File: config.mk
export PLATFORM = sky130hd
export DESIGN_NAME = bvfg_front
export DESIGN_NICKNAME = d
export VERILOG_FILES = /design/src/rtl/bvfg_pkg.sv /design/src/rtl/bvfg_front.sv
export SDC_FILE = /design/constraint.sdc
export NUM_CORES = 1
export LEC_CHECK = 0
export BUFFER_PORTS_ARGS = -buffer_cell sky130_fd_sc_hd__buf_2
export CAP_MARGIN = 10
export CORE_MARGIN = 10
export CORE_UTILIZATION = 45
export CTS_CLUSTER_DIAMETER = 60
export DETAILED_ROUTE_END_ITERATION = 16
export PLACE_DENSITY = 0.68
export SKIP_LAST_GASP = 1
export SLEW_MARGIN = 20
export SYNTH_ARGS = -nofsm -noshare
export SYNTH_HDL_FRONTEND = slang
export SYNTH_SLANG_ARGS = --single-unit
File: constraint.sdc
create_clock -name aclk -period 4.6 [get_ports aclk]
set_input_delay 0.46 -clock aclk [delete_from_list [all_inputs] [get_ports aclk]]
set_output_delay 0.46 -clock aclk [all_outputs]
set_load 0.01 [all_outputs]
File: src/rtl/bvfg_pkg.sv
// ----------------------------------------------------------------------------
// bvfg_pkg: shared types and constants for the battery voltage fuel gauge
// Beat structs, register indexes, discharge curve and reset values.
// ----------------------------------------------------------------------------
package bvfg_pkg;

    localparam int SAMPLES_PER_READING = 16;
    localparam int ADC_BITS            = 12;
    localparam int IDX_BITS            = $clog2(SAMPLES_PER_READING + 1);
    localparam int SUM_BITS            = ADC_BITS + $clog2(SAMPLES_PER_READING + 1);
    localparam int SMOOTH_BITS         = 22;
    localparam int CURVE_N             = 10;

    localparam logic [SMOOTH_BITS-1:0] SMOOTH_MAX   = {SMOOTH_BITS{1'b1}};
    localparam logic [SMOOTH_BITS-1:0] SMOOTH_RESET = SMOOTH_BITS'(3700 * 256);

    localparam logic [2:0] REG_MV_GAIN      = 3'd0;
    localparam logic [2:0] REG_FULL_MV      = 3'd1;
    localparam logic [2:0] REG_EMPTY_MV     = 3'd2;
    localparam logic [2:0] REG_LOW_PCT      = 3'd3;
    localparam logic [2:0] REG_CRITICAL_PCT = 3'd4;
    localparam logic [2:0] REG_MAX_CYCLES   = 3'd5;
    localparam logic [2:0] REG_START_CYCLES = 3'd6;

    typedef struct packed {
        logic [ADC_BITS-1:0] adc_sample;
        logic                charge_pin;
    } in_beat_t;

    typedef struct packed {
        logic [13:0] voltage_mv;
        logic [6:0]  percent;
        logic        charging;
        logic        low_flag;
        logic        critical_flag;
        logic        replace_flag;
        logic        shutdown_request;
        logic [15:0] cycle_count;
    } out_beat_t;

    // completed reading passed from front to back
    typedef struct packed {
        logic [SUM_BITS-1:0] sum;
        logic                charging;
    } reading_t;

    function automatic logic [12:0] curve_mv(input logic [3:0] i);
        case (i)
            4'd0:    curve_mv = 13'd4200;
            4'd1:    curve_mv = 13'd4100;
            4'd2:    curve_mv = 13'd4000;
            4'd3:    curve_mv = 13'd3920;
            4'd4:    curve_mv = 13'd3800;
            4'd5:    curve_mv = 13'd3700;
            4'd6:    curve_mv = 13'd3600;
            4'd7:    curve_mv = 13'd3500;
            4'd8:    curve_mv = 13'd3350;
            default: curve_mv = 13'd3000;
        endcase
    endfunction

    function automatic logic [6:0] curve_pct(input logic [3:0] i);
        case (i)
            4'd0:    curve_pct = 7'd100;
            4'd1:    curve_pct = 7'd98;
            4'd2:    curve_pct = 7'd95;
            4'd3:    curve_pct = 7'd90;
            4'd4:    curve_pct = 7'd80;
            4'd5:    curve_pct = 7'd65;
            4'd6:    curve_pct = 7'd50;
            4'd7:    curve_pct = 7'd30;
            4'd8:    curve_pct = 7'd15;
            default: curve_pct = 7'd0;
        endcase
    endfunction

endpackage

File: src/rtl/bvfg_front.sv
// ----------------------------------------------------------------------------
// bvfg_front: sample accumulator
// Sums samples and emits one reading per SAMPLES_PER_READING beats.
// ----------------------------------------------------------------------------
module bvfg_front import bvfg_pkg::*; (
    input  logic     aclk,
    input  logic     aresetn,
    input  logic     s_valid,
    output logic     s_ready,
    input  in_beat_t s_data,
    output logic     rd_valid,
    input  logic     rd_ready,
    output reading_t rd_data
);

    logic [SUM_BITS-1:0] sum_reg, sum_next;
    logic [IDX_BITS-1:0] idx_reg, idx_next;
    logic                acc;
    logic [SUM_BITS-1:0] new_sum;
    logic                done;

    assign s_ready = rd_ready;
    assign acc     = s_valid && s_ready;
    assign new_sum = sum_reg + SUM_BITS'(s_data.adc_sample);
    assign done    = (idx_reg == IDX_BITS'(SAMPLES_PER_READING - 1));

    assign rd_valid         = acc && done;
    assign rd_data.sum      = new_sum;
    assign rd_data.charging = ~s_data.charge_pin;

    always_comb begin
        sum_next = sum_reg;
        idx_next = idx_reg;
        if (acc) begin
            if (done) begin
                sum_next = '0;
                idx_next = '0;
            end else begin
                sum_next = new_sum;
                idx_next = idx_reg + 1'b1;
            end
        end
    end

    always_ff @(posedge aclk) begin
        if (!aresetn) begin
            sum_reg <= '0;
            idx_reg <= '0;
        end else begin
            sum_reg <= sum_next;
            idx_reg <= idx_next;
        end
    end

    assert property (@(posedge aclk) disable iff (!aresetn)
        idx_reg < IDX_BITS'(SAMPLES_PER_READING))
        else $error("sample index out of range");
    assert property (@(posedge aclk) disable iff (!aresetn)
        rd_valid |=> (idx_reg == '0 && sum_reg == '0))
        else $error("accumulator not cleared after reading");
    assert property (@(posedge aclk) disable iff (!aresetn)
        !acc |=> $stable(idx_reg))
        else $error("index moved without a beat");

endmodule

Word-level counts from Yosys, hierarchy flattened --
Index checks and enable logic that the tools add are counted.
Operators by class: $mul 0, shift-type cells 0, reductions and logical operators 2, mux-type cells 2, div/mod/pow operators 0, $lt $le $gt $ge 0, bitwise logic cells 1, equality and inequality tests 1, $add $sub $neg 2
Operators by type and width (count):
- $add A17 B12 Y17 | 1
- $mux W17 | 1
- $add A5 B1 Y5 const B | 1
- $eq A5 B4 Y1 const B | 1
- $mux W5 | 1
- $logic_and A1 B1 Y1 | 2
- $not A1 Y1 | 1
Storage, ports and cells: memories 0, bits of input ports 17, bits in read-only memories 0, latch bits 0, word-level logic and storage cells 10, memory bits (writable) 0, bits in registers 22, output and inout port bits 20

Depth between registers and ports, before layout --
depth after elaboration 2, gate-level depth with buffers 8, mapped depth without buffers 8

Least setup slack after synthesis --
No wires, ideal clock.
path kind input -> output, from in s_data[1] (netlist name), to out rd_data[15] (netlist name), setup slack 1952 ps, data required time 4140 ps, stages 7, buffers on the path 0, arrival time 2188 ps, path through ha_1 fa_1 a21o_2 a221o_2 a31oi_4 a21o_2 xnor2_1
RTL lines:
- start: declaration | RTL line bvfg_front.sv:10 | input in_beat_t s_data,
- end: declaration | RTL line bvfg_front.sv:13 | output reading_t rd_data

==> results <==
- The final setup slack of the worst path is 1.59 ns.
- The run finished with clean final reports.
- The number of primary I/O pins is 37.
- From synthesis to final layout, the design area changed by 13.0%.
- The total core area is 3340 sq um.
- The cell area that synthesis handed to floorplanning was 1550 sq um.
- The relative slew slack is 62.8%.
- The fraction of the yosys area taken by sequential cells is 28.5%.
- Entering global routing, the biggest net connects 22 pins.
- The worst-case vdd ir drop is 0.169 mV.
- The total global routing track utilization is 11.6%.
- The final worst-path cycle share is 65.5%.
- The type of destination of the critical path is an output port.
- The maximum achievable frequency is 0.332 GHz.
- The final max-slew violation count was 0.
- The area share of the largest cell type after synthesis is 28.5%.
- The smallest clock period supported by the final layout is computed as 3.01 ns.
- In the layout the commonest cells are sky130_fd_sc_hd__buf_2 (36), sky130_fd_sc_hd__dfxtp_1 (22), sky130_fd_sc_hd__nand2_1 (18).
- The clock arrives with 0.00394 ns of skew.
- Final hold analysis gives a worst-case slack of 0.463 ns.
- Summing all flip-flop and latch instances after layout gives 440 sq um.
- The synthesized design contains 0 enable-type register cells.
- The clock tree buffer depth is 2.
- The analysis attributes to cell leakage a power of 0.839 nW.
- Sorting the synthesized cells by area gives the leading types as sky130_fd_sc_hd__dfxtp_1 (28%), sky130_fd_sc_hd__ha_1 (11%), sky130_fd_sc_hd__xor2_1 (5.1%).
- The startpoint of the most critical hold path is idx_reg[4].
- At the worst endpoint, the required time is 4.14 ns.
- In this run the number of H-tree levels came out at 1.
- The floorplan step defined a die boundary enclosing 6180 sq um.
- Dividing the detail-routed via count by the number of cells gives 5.44.
- For this run, design rule violations remaining after detail routing come to 0.
- The initialized floorplan defines 21 standard-cell rows.
- The arrival time at the worst endpoint is 2.55 ns.
- The number of violations reported at the end of detailed-routing iteration 0 is 94.
- The start of the worst register-to-register path is sum_reg[0].
- The worst min-delay path class is reg -> reg.
- The critical path starts at sum_reg[0].
- Across the run, the number of max-cap violations was 0.
- In this run the power density over the cells is 264 nW/um^2.
- The global-route wire length before repair is 6.13 mm.
- The worst setup path is launched from a register.
- The post-cts gate resize count is 0.
- The die height is 78.6 um.
- The highest net fanout along the worst path is 4.
- The number of antenna diodes in the final layout is 0.
- Measured along the x axis, the die boundary spans 78.6 um.
- The mean area per synthesized cell is 8.69 sq um.
- The number of nets handed over by synthesis was 209.
- During placement, the flow inserted port buffers numbering 36.
- In the final routed layout, each cell accounts on average for 14.5 um.
- The dominant synthesized flop cell is sky130_fd_sc_hd__dfxtp_1.
- Clock-pin slew was measured on the worst setup and hold paths at 0.12 ns.
- The post-synthesis sequential element count is 22.
- Buffers inserted to repair hold after CTS numbered 0.
- Yosys printed 0 warnings.
- The first detailed-routing pass took 4 iterations.
- After synthesis, the netlist uses 46 different library cells.
- The flip-flop count of the largest register after layout is 17.
- In the final timing run, aggregate negative setup slack is 0 ns.
- After global routing the overflow that remains totals 0.
- The placement-stage worst setup slack is 1.66 ns.
- The type of the setup path with the least slack is reg -> out.
- The pin slew with the least headroom to its limit is 0.557 ns.
- The multi-input combinational cells in the finished layout cover a total of 1040 sq um.
- The final RePlAce weighted congestion is 0.851.
- The starting density of the core is 46.3%.
- The final hold violation count is 0.
- Once the clock tree was built, the setup fixing pass inserted 0 buffers.
- The minimum setup slack among reg-to-reg paths is 2.31 ns.
- Setup violations remaining at the end of the flow were counted as 0.
- TritonCTS built the clock tree.
- In the final design database the tool counted 240 nets.
- The library cell used most frequently in the layout, excluding fill and tap cells, is sky130_fd_sc_hd__buf_2.
- The layout has 346 filler cells.
- Clock tree synthesis selected as its root buffer the cell sky130_fd_sc_hd__clkbuf_4.
- The gate count after technology mapping is 178.
- The share of flip-flops with an asynchronous set or reset after synthesis is 0%.
- sky130_fd_sc_hd__dfxtp_1 takes more of the synthesized area than any other cell.
- Setup repair after global routing left no endpoint under its margin.
- The number of buffers created by CTS is 3.
- The initial antenna violation count is 0.
- Detailed placement finished with a half-perimeter wire length of 2.89 mm.
- The remaining number of nets flagged by the antenna check after routing is 0.
- The via count of the first global-routing pass came to 1405.
- The total detailed-routing wirelength is 3.66 mm.
- The later pin in the worst-skew pair is clocked with a latency of 0.31 ns.
- In the final layout, the share of cells above drive strength 1 is 23.7%.
- The total number of vias is 1377.
- The CTS sink count is 22.
[area by class of cell]
cell class                 instances  share of cell area (%)
sequential                        22                    25.2
clock buffer                       3                    1.29
inverter                           1                   0.215
multi-input combinational        145                    59.7
timing repair buffer              36                    10.3
tap                               46                    3.29
[worst paths after layout]
path	cells after the start	end
min reg2reg	2	idx_reg[4]
max	8	rd_data[15]
max reg2reg	8	sum_reg[16]
min	2	idx_reg[4]
[synth_stat cells, drive strengths merged (3+ instances only)]
library cell  instances
and3                  5
nand2                18
o21ai                 8
ha                   13
and2                  3
clkbuf                5
a21oi                11
a22o                  7
a31oi                 4
a22oi                 3
nor2                  9
dfxtp                22
xor2                  9
xnor2                 7
a21boi                6
nand3                10
buf                   5
nor2b                 5
a21o                  8
[power by group]
part	switching, mW	leakage, nW	internal, mW	total, mW
logic	0.0898	0.646	0.0688	0.159
clock network	0.0596	0.0138	0.0306	0.0902
registers	0.0102	0.179	0.202	0.213
[kinds of logic (layout without fill, tap and decap cells)]
family | count (synthesis) | count (layout) | synth area share [%]
AO/OA/AOI/OAI | 56 | 56 | 26.9
flip-flops | 22 | 22 | 28.5
adder cells (fa/ha/maj) | 14 | 14 | 11.8
buffers and inverters | 11 | 40 | 4.04
XOR/XNOR | 16 | 16 | 9.06
AND/OR/NAND/NOR | 59 | 59 | 19.7
[through the flow]
stage	util, %	instances	instance area [sq um]	power (mW)
after global routing	52.4	253	1750	0.489
final	52.4	253	1750	0.461
after detailed placement	51.7	250	1730	0.377
after global placement	51.7	250	1730	0.373
after CTS	52.4	253	1750	0.468
after floorplan	-	178	1550	0.329
[critical path: stages (launching register included)]
cell	delay, ns
sky130_fd_sc_hd__dfxtp_1	0.33
sky130_fd_sc_hd__ha_1	0.20
sky130_fd_sc_hd__fa_1	0.41
sky130_fd_sc_hd__a21o_2	0.26
sky130_fd_sc_hd__a221o_2	0.36
sky130_fd_sc_hd__a31oi_4	0.23
sky130_fd_sc_hd__a21o_2	0.19
sky130_fd_sc_hd__xnor2_1	0.11
sky130_fd_sc_hd__buf_2	0.15
[per-layer routing]
layer	routed length [um]	global-route usage (%)	vias up	part of all wire, %
li1	-	-	712	-
met1	1660	12.7	633	45
met2	1810	21.4	30	49
met3	168	3.76	2	4.6
met4	18	2.15	0	0.49
met5	0	0	-	0
No activity file was read; power rests on OpenSTA's default activity.
