--- config.mk ---
export PLATFORM = sky130hd
export DESIGN_NAME = bvfg_queue
export DESIGN_NICKNAME = d
export VERILOG_FILES = /design/src/rtl/bvfg_pkg.sv /design/src/rtl/bvfg_queue.sv
export SDC_FILE = /design/constraint.sdc
export NUM_CORES = 1
export LEC_CHECK = 0
export BUFFER_PORTS_ARGS = -buffer_cell sky130_fd_sc_hd__buf_2
export CAP_MARGIN = 15
export CELL_PAD_IN_SITES_DETAIL_PLACEMENT = 1
export CELL_PAD_IN_SITES_GLOBAL_PLACEMENT = 2
export CORE_ASPECT_RATIO = 1.5
export CORE_MARGIN = 2
export CORE_UTILIZATION = 29
export CTS_CLUSTER_SIZE = 30
export DETAILED_ROUTE_END_ITERATION = 6
export GPL_TIMING_DRIVEN = 0
export PLACE_DENSITY_LB_ADDON = 0.1
export SKIP_LAST_GASP = 1
export SLEW_MARGIN = 20
export SYNTH_ARGS = -nofsm -noshare
export SYNTH_HDL_FRONTEND = slang
export SYNTH_SLANG_ARGS = --single-unit
--- constraint.sdc ---
create_clock -name aclk -period 2.05 [get_ports aclk]
set_input_delay 0.1025 -clock aclk [delete_from_list [all_inputs] [get_ports aclk]]
set_output_delay 0.1025 -clock aclk [all_outputs]
set_load 0.1 [all_outputs]
--- src/rtl/bvfg_pkg.sv ---
// ----------------------------------------------------------------------------
// bvfg_pkg: shared types and constants for the battery voltage fuel gauge
// Beat structs, register indexes, discharge curve and reset values.
// ----------------------------------------------------------------------------
package bvfg_pkg;

    localparam int SAMPLES_PER_READING = 16;
    localparam int ADC_BITS            = 12;
    localparam int IDX_BITS            = $clog2(SAMPLES_PER_READING + 1);
    localparam int SUM_BITS            = ADC_BITS + $clog2(SAMPLES_PER_READING + 1);
    localparam int SMOOTH_BITS         = 22;
    localparam int CURVE_N             = 10;

    localparam logic [SMOOTH_BITS-1:0] SMOOTH_MAX   = {SMOOTH_BITS{1'b1}};
    localparam logic [SMOOTH_BITS-1:0] SMOOTH_RESET = SMOOTH_BITS'(3700 * 256);

    localparam logic [2:0] REG_MV_GAIN      = 3'd0;
    localparam logic [2:0] REG_FULL_MV      = 3'd1;
    localparam logic [2:0] REG_EMPTY_MV     = 3'd2;
    localparam logic [2:0] REG_LOW_PCT      = 3'd3;
    localparam logic [2:0] REG_CRITICAL_PCT = 3'd4;
    localparam logic [2:0] REG_MAX_CYCLES   = 3'd5;
    localparam logic [2:0] REG_START_CYCLES = 3'd6;

    typedef struct packed {
        logic [ADC_BITS-1:0] adc_sample;
        logic                charge_pin;
    } in_beat_t;

    typedef struct packed {
        logic [13:0] voltage_mv;
        logic [6:0]  percent;
        logic        charging;
        logic        low_flag;
        logic        critical_flag;
        logic        replace_flag;
        logic        shutdown_request;
        logic [15:0] cycle_count;
    } out_beat_t;

    // completed reading passed from front to back
    typedef struct packed {
        logic [SUM_BITS-1:0] sum;
        logic                charging;
    } reading_t;

    function automatic logic [12:0] curve_mv(input logic [3:0] i);
        case (i)
            4'd0:    curve_mv = 13'd4200;
            4'd1:    curve_mv = 13'd4100;
            4'd2:    curve_mv = 13'd4000;
            4'd3:    curve_mv = 13'd3920;
            4'd4:    curve_mv = 13'd3800;
            4'd5:    curve_mv = 13'd3700;
            4'd6:    curve_mv = 13'd3600;
            4'd7:    curve_mv = 13'd3500;
            4'd8:    curve_mv = 13'd3350;
            default: curve_mv = 13'd3000;
        endcase
    endfunction

    function automatic logic [6:0] curve_pct(input logic [3:0] i);
        case (i)
            4'd0:    curve_pct = 7'd100;
            4'd1:    curve_pct = 7'd98;
            4'd2:    curve_pct = 7'd95;
            4'd3:    curve_pct = 7'd90;
            4'd4:    curve_pct = 7'd80;
            4'd5:    curve_pct = 7'd65;
            4'd6:    curve_pct = 7'd50;
            4'd7:    curve_pct = 7'd30;
            4'd8:    curve_pct = 7'd15;
            default: curve_pct = 7'd0;
        endcase
    endfunction

endpackage

--- src/rtl/bvfg_queue.sv ---
// ----------------------------------------------------------------------------
// bvfg_queue: two-entry reading queue
// Decouples the accumulator from the filter and curve engine.
// ----------------------------------------------------------------------------
module bvfg_queue import bvfg_pkg::*; (
    input  logic     aclk,
    input  logic     aresetn,
    input  logic     wr_valid,
    output logic     wr_ready,
    input  reading_t wr_data,
    output logic     rd_valid,
    input  logic     rd_ready,
    output reading_t rd_data
);

    reading_t   mem_reg [2];
    logic       wp_reg, rp_reg;
    logic [1:0] cnt_reg;
    logic       wr, rd;

    assign wr_ready = (cnt_reg != 2'd2);
    assign rd_valid = (cnt_reg != 2'd0);
    assign rd_data  = mem_reg[rp_reg];
    assign wr       = wr_valid && wr_ready;
    assign rd       = rd_valid && rd_ready;

    always_ff @(posedge aclk) begin
        if (wr) begin
            mem_reg[wp_reg] <= wr_data;
        end
    end

    always_ff @(posedge aclk) begin
        if (!aresetn) begin
            wp_reg  <= 1'b0;
            rp_reg  <= 1'b0;
            cnt_reg <= 2'd0;
        end else begin
            if (wr) wp_reg <= ~wp_reg;
            if (rd) rp_reg <= ~rp_reg;
            cnt_reg <= cnt_reg + {1'b0, wr} - {1'b0, rd};
        end
    end

    assert property (@(posedge aclk) disable iff (!aresetn) cnt_reg != 2'd3)
        else $error("queue count overflow");
    assert property (@(posedge aclk) disable iff (!aresetn)
        (cnt_reg == 2'd0 || cnt_reg == 2'd2) |-> (wp_reg == rp_reg))
        else $error("queue pointers inconsistent");
    assert property (@(posedge aclk) disable iff (!aresetn)
        cnt_reg == 2'd1 |-> (wp_reg != rp_reg))
        else $error("queue pointers inconsistent");

endmodule

* After elaboration in Yosys (flattened, before gate mapping) *
Memory sizes are Yosys's and may differ from the RTL's. A register that Yosys moved wholly into a read port is not among the register bits.
Cells that the tools add are included.

word-level totals
  flip-flop bits (word level) = 4
  word-level logic and storage cells = 16
  output and inout bits = 20
  bits of input ports = 22
  bits in writable memories = 36
  memories = 1

cells by class
  equal/unequal tests = 1
  bitwise gates (word level) = 2
  mux-type cells = 4
  reductions and logical operators = 3
  add/subtract/negate cells = 2

memory list
  name     depth  width  rd ports  clocked after Yosys merged registers in  wr ports  line              source
  mem_reg  2      18     1         1                                        1         bvfg_queue.sv:16  reading_t mem_reg [2];

operators with widths
  cell                  count
  $mux W1               4
  $add A2 B1 Y2         1
  $logic_and A1 B1 Y1   2
  $ne A2 B2 Y1 const B  1
  $not A1 Y1            2
  $reduce_bool A2 Y1    1
  $sub A2 B1 Y2         1

* Logic depth before layout (Yosys ltp) *
  depth in word-level cells = 4
  gate-level depth with buffers = 8
  gate-level depth less buffers = 8

* Worst setup path before layout *
No wires, ideal clock.

  path kind = register to register
  start = register cnt_reg[0]
  end = memory mem_reg[0][0] (netlist bit), enable pin
  setup time = 0.393 ns
  path buffers = 0
  data arrival time = 2.222 ns
  required time = 1.657 ns
  cell stages (with the launch flop) = 4
  period minus slack after synthesis = 2.615 ns
  slack = -0.565 ns
  cell sequence = dfxtp_1 > nand2b_1 > nand2_1 > nor2_1

on the way
  word-level cells in the longest chain between the ends = 4

ends and longest elaborated chain
  item                           line              source
  start: declaration             bvfg_queue.sv:18  logic [1:0] cnt_reg;
  start signal: assignment       bvfg_queue.sv:41  cnt_reg <= cnt_reg + {1'b0, wr} - {1'b0, rd};
  $ne A2 B2 Y1                   bvfg_queue.sv:21  assign wr_ready = (cnt_reg != 2'd2);
  net wr_ready                   bvfg_queue.sv:9   output logic wr_ready,
  $logic_and A1 B1 Y1            bvfg_queue.sv:24  assign wr = wr_valid && wr_ready;
  $mux W1                        bvfg_queue.sv:28  if (wr) begin
  $mux W1 (implied by the code)  bvfg_queue.sv:29  mem_reg[wp_reg] <= wr_data;
  end: declaration               bvfg_queue.sv:16

The timed path passes the listed nets, and every way through them passes these cells.

* Worst setup path in the final report *
  start = register cnt_reg[0]
  end = memory mem_reg[0][11] (netlist bit), enable pin

on the way
  word-level cells in the longest chain between the ends = 4

ends and longest elaborated chain
  item                           line
  $ne A2 B2 Y1                   bvfg_queue.sv:21
  $logic_and A1 B1 Y1            bvfg_queue.sv:24
  $mux W1                        bvfg_queue.sv:28
  $mux W1 (implied by the code)  bvfg_queue.sv:29

Every way passes these cells.

==> impl_results.md <==
* CTS Sinks at 41
* Routed Antenna Nets at 0
* Unrepaired setup endpoints after global routing: false
* Tot GR Track Use at under 10%
* Vias in the first global route at approximately 920
* Max reg flops at 36
* Die X at between 60 and 70 um
* Max Fanout on Critical Path at 18
* Hold path start: wr_data[12]
* Synth area leader: edfxtp_1
* Worst vdd ir at a little under 0.0007 V
* R2r setup slk at 270 ps
* Fin crit share at between 80% and 90%
* Hold path endpoint: mem_reg[0][12]
* Drt total wl at ~2.7 mm
* TNS Setup at 0 ps
* Multi-input gate area at about 380 um2
* Largest net degree at the start of global routing at 19
* Critical path's top delay family: simple AND/OR/NAND/NOR gates
* WP buf/inv at 0
* Synth warnings at 0
* Ports at 42
* DR pass1 iterations at 3
* Vias per inst at between 4 and 5
* Critical path startpoint category: flip-flop
* Syn_area_per_cell at a little under 20 um2
* Fill cell count at ~570
* Hold Path Stages at 1
* Slew @ Worst Pin at approximately 1000 ps
* DP Cell Count at about 190
* Synth cell types at 18
* WP data required at ~2000 ps
* Worst-path cell chain: nand2b_2, nand2_1, nor2_2
* Worst Clk Skew at about 3.6 ps
* Clk root buf: clkbuf_8
* Final Max Tran Viols at 0
* Core Box Area at ~5400 um2
* H-Tree Depth at 2
* Area grow syn2layout at 32.4%
* Via count at 875
* Port Buf Inserts at 41
* Synthesized Nets at approximately 100
* CP peak stage delay at a little under 800 ps
* Seq. cell area at between 1000 and 1500 um2
* Avg WL per Cell at between 10 and 15 um
* Crit path DAT at roughly 1700 ps
* DRC viols at 0
* FF-to-FF path depth at 3
* Worst min path class: in2reg
* Post-layout min period at approximately 1800 ps
* Worst Setup End Kind: flip-flop
* TritonCTS clock tree: done
* Critical Path Stages at 3
* Synth Instances at 80
* Max Cap Violations at 0
* Yosys reg bits at roughly 40
* Layout cells sized above 1 at roughly 51%
* Final std cells w/o fill at 210
* Postcts setup bufs at 0
* Hpwl dp at roughly 1.9 mm
* Total congestion overflow at 0
* Die height at 94.6 um
* Fin nets at around 160
* Starting Density at ~30%
* Clk Latency, worst-skew pair at 280 ps
* Post-cts sizing count at 0
* First-pass GRT wire length at between 4 and 5 mm
* Setup CP Type: reg2reg
* Top area cells in the synthesized netlist: edfxtp_1 68%, mux2_4 9.5%, dfxtp_1 6.3%, mux2_2 5.7%, xnor2_1 1.7%
* Clock tree buffer depth at 2
* Count of final hold-check violations at 0
* DRT iter0 DRCs at 7
* Critical path's slowest cell: nor2_2
* Setup violations, final at 0
* Area share of the largest cell type after synthesis at ~68%
* Worst r2r src: cnt_reg[0]
* PwrDens at between 1500 and 2000 nW/um2
* Cts hold-fix bufs at 10
* Mapped Area at ~1600 um2
* Clock slew at reported path FFs at ~70 ps
* Worst R2R End: mem_reg[0][11]
* Antenna cell count at 0
* Status: completed
* Initial antenna violation count at 0
* Row count at 33
* Placer congestion estimate at approximately 0.62
* Pwr Total at 3.27 mW
* Slew margin rel. at about a third
* FMAX at about 560 MHz
* Leak pwr at between 0.8 and 0.9 nW
* Sequential-to-total area share from yosys stat at between 70% and 80%
* Die area at a little over 6000 um2
* Num CTS Buffers at 5
[layout by cell type (no fill, tap or decap), drive strengths merged, types with 3 or more instances in the layout]
| cell | netlist | routed |
|---|---|---|
| xnor2 | 3 | 3 |
| buf | 2 | 43 |
| edfxtp | 36 | 36 |
| dfxtp | 5 | 5 |
| dlygate4sd3 | 0 | 11 |
| mux2 | 18 | 18 |
| clkbuf | 0 | 6 |
[routing by layer]
| layer | track usage (%) | up-vias | share of wire [%] |
|---|---|---|---|
| li1 | - | 416 | - |
| met1 | 8.97 | 426 | 34 |
| met2 | 18.7 | 27 | 58 |
| met3 | 2.86 | 6 | 5.8 |
| met4 | 5.32 | 0 | 2.3 |
| met5 | 0 | - | 0 |
[how the worst max path moves through the flow]
stage / from / end / slack (ps)
final: cnt_reg[0] / mem_reg[0][11] / 270
after detailed placement: cnt_reg[0] / mem_reg[0][14] / 180
after global placement: cnt_reg[0] / mem_reg[0][14] / 220
after global routing: cnt_reg[0] / mem_reg[0][11] / 100
after floorplan: cnt_reg[0] / cnt_reg[1] / 20
after CTS: cnt_reg[0] / mem_reg[0][11] / 170
[per-stage QoR]
stage          worst slack, ps  util [%]  instance area, um2  hold WS, ps
6_report                   271      39.2                2100         10.6
4_1_cts                    170      39.0                2090       0.0738
3_3_place_gp               215      35.1                1890          291
3_5_place_dp               181      35.1                1890          294
5_1_grt                    105      39.2                2100         1.01
2_1_floorplan             21.6         -                1590          201
[report_power, final]
part / internal, mW / total, mW / switching, mW
Sequential: 1.06 / 1.10 / 0.0450
Combinational: 0.372 / 1.55 / 1.18
Clock: 0.359 / 0.612 / 0.253
Total: 1.79 / 3.27 / 1.48
[layout make-up]
type	instances	area share, %
clock inverters	2	1.61
plain buffers	2	1.49
repair buffers	52	15.0
inverters	1	0.179
multi-input cells	36	17.9
clock buffers	6	3.45
flip-flops and latches	41	56.2
well taps	70	4.17
[kinds of logic (layout without fill, tap and decap cells)]
family	count (synthesis)	in the layout	synth area share [%]
DFF	41	41	74.4
muxes	19	19	15.8
and+or+nand+nor	11	11	3.86
xor gates and xnor gates	3	3	1.66
buffers and inverters	3	63	2.21
adders and majority gates	2	2	1.58
AOI/OAI and AO/OA	1	1	0.552
[cell usage after synthesis]
master    instances
and2_1            2
xnor2_1           3
and3_1            1
ha_1              2
o21a_2            1
or2_2             1
nor2_1            1
inv_1             1
mux2i_1           1
mux2_4           10
nand2_1           2
edfxtp_1         36
dfxtp_1           5
mux2_2            8
nand2b_1          2
buf_6             1
buf_12            1
nor2b_1           2
Note: power is estimated with default switching activity, not from simulation.
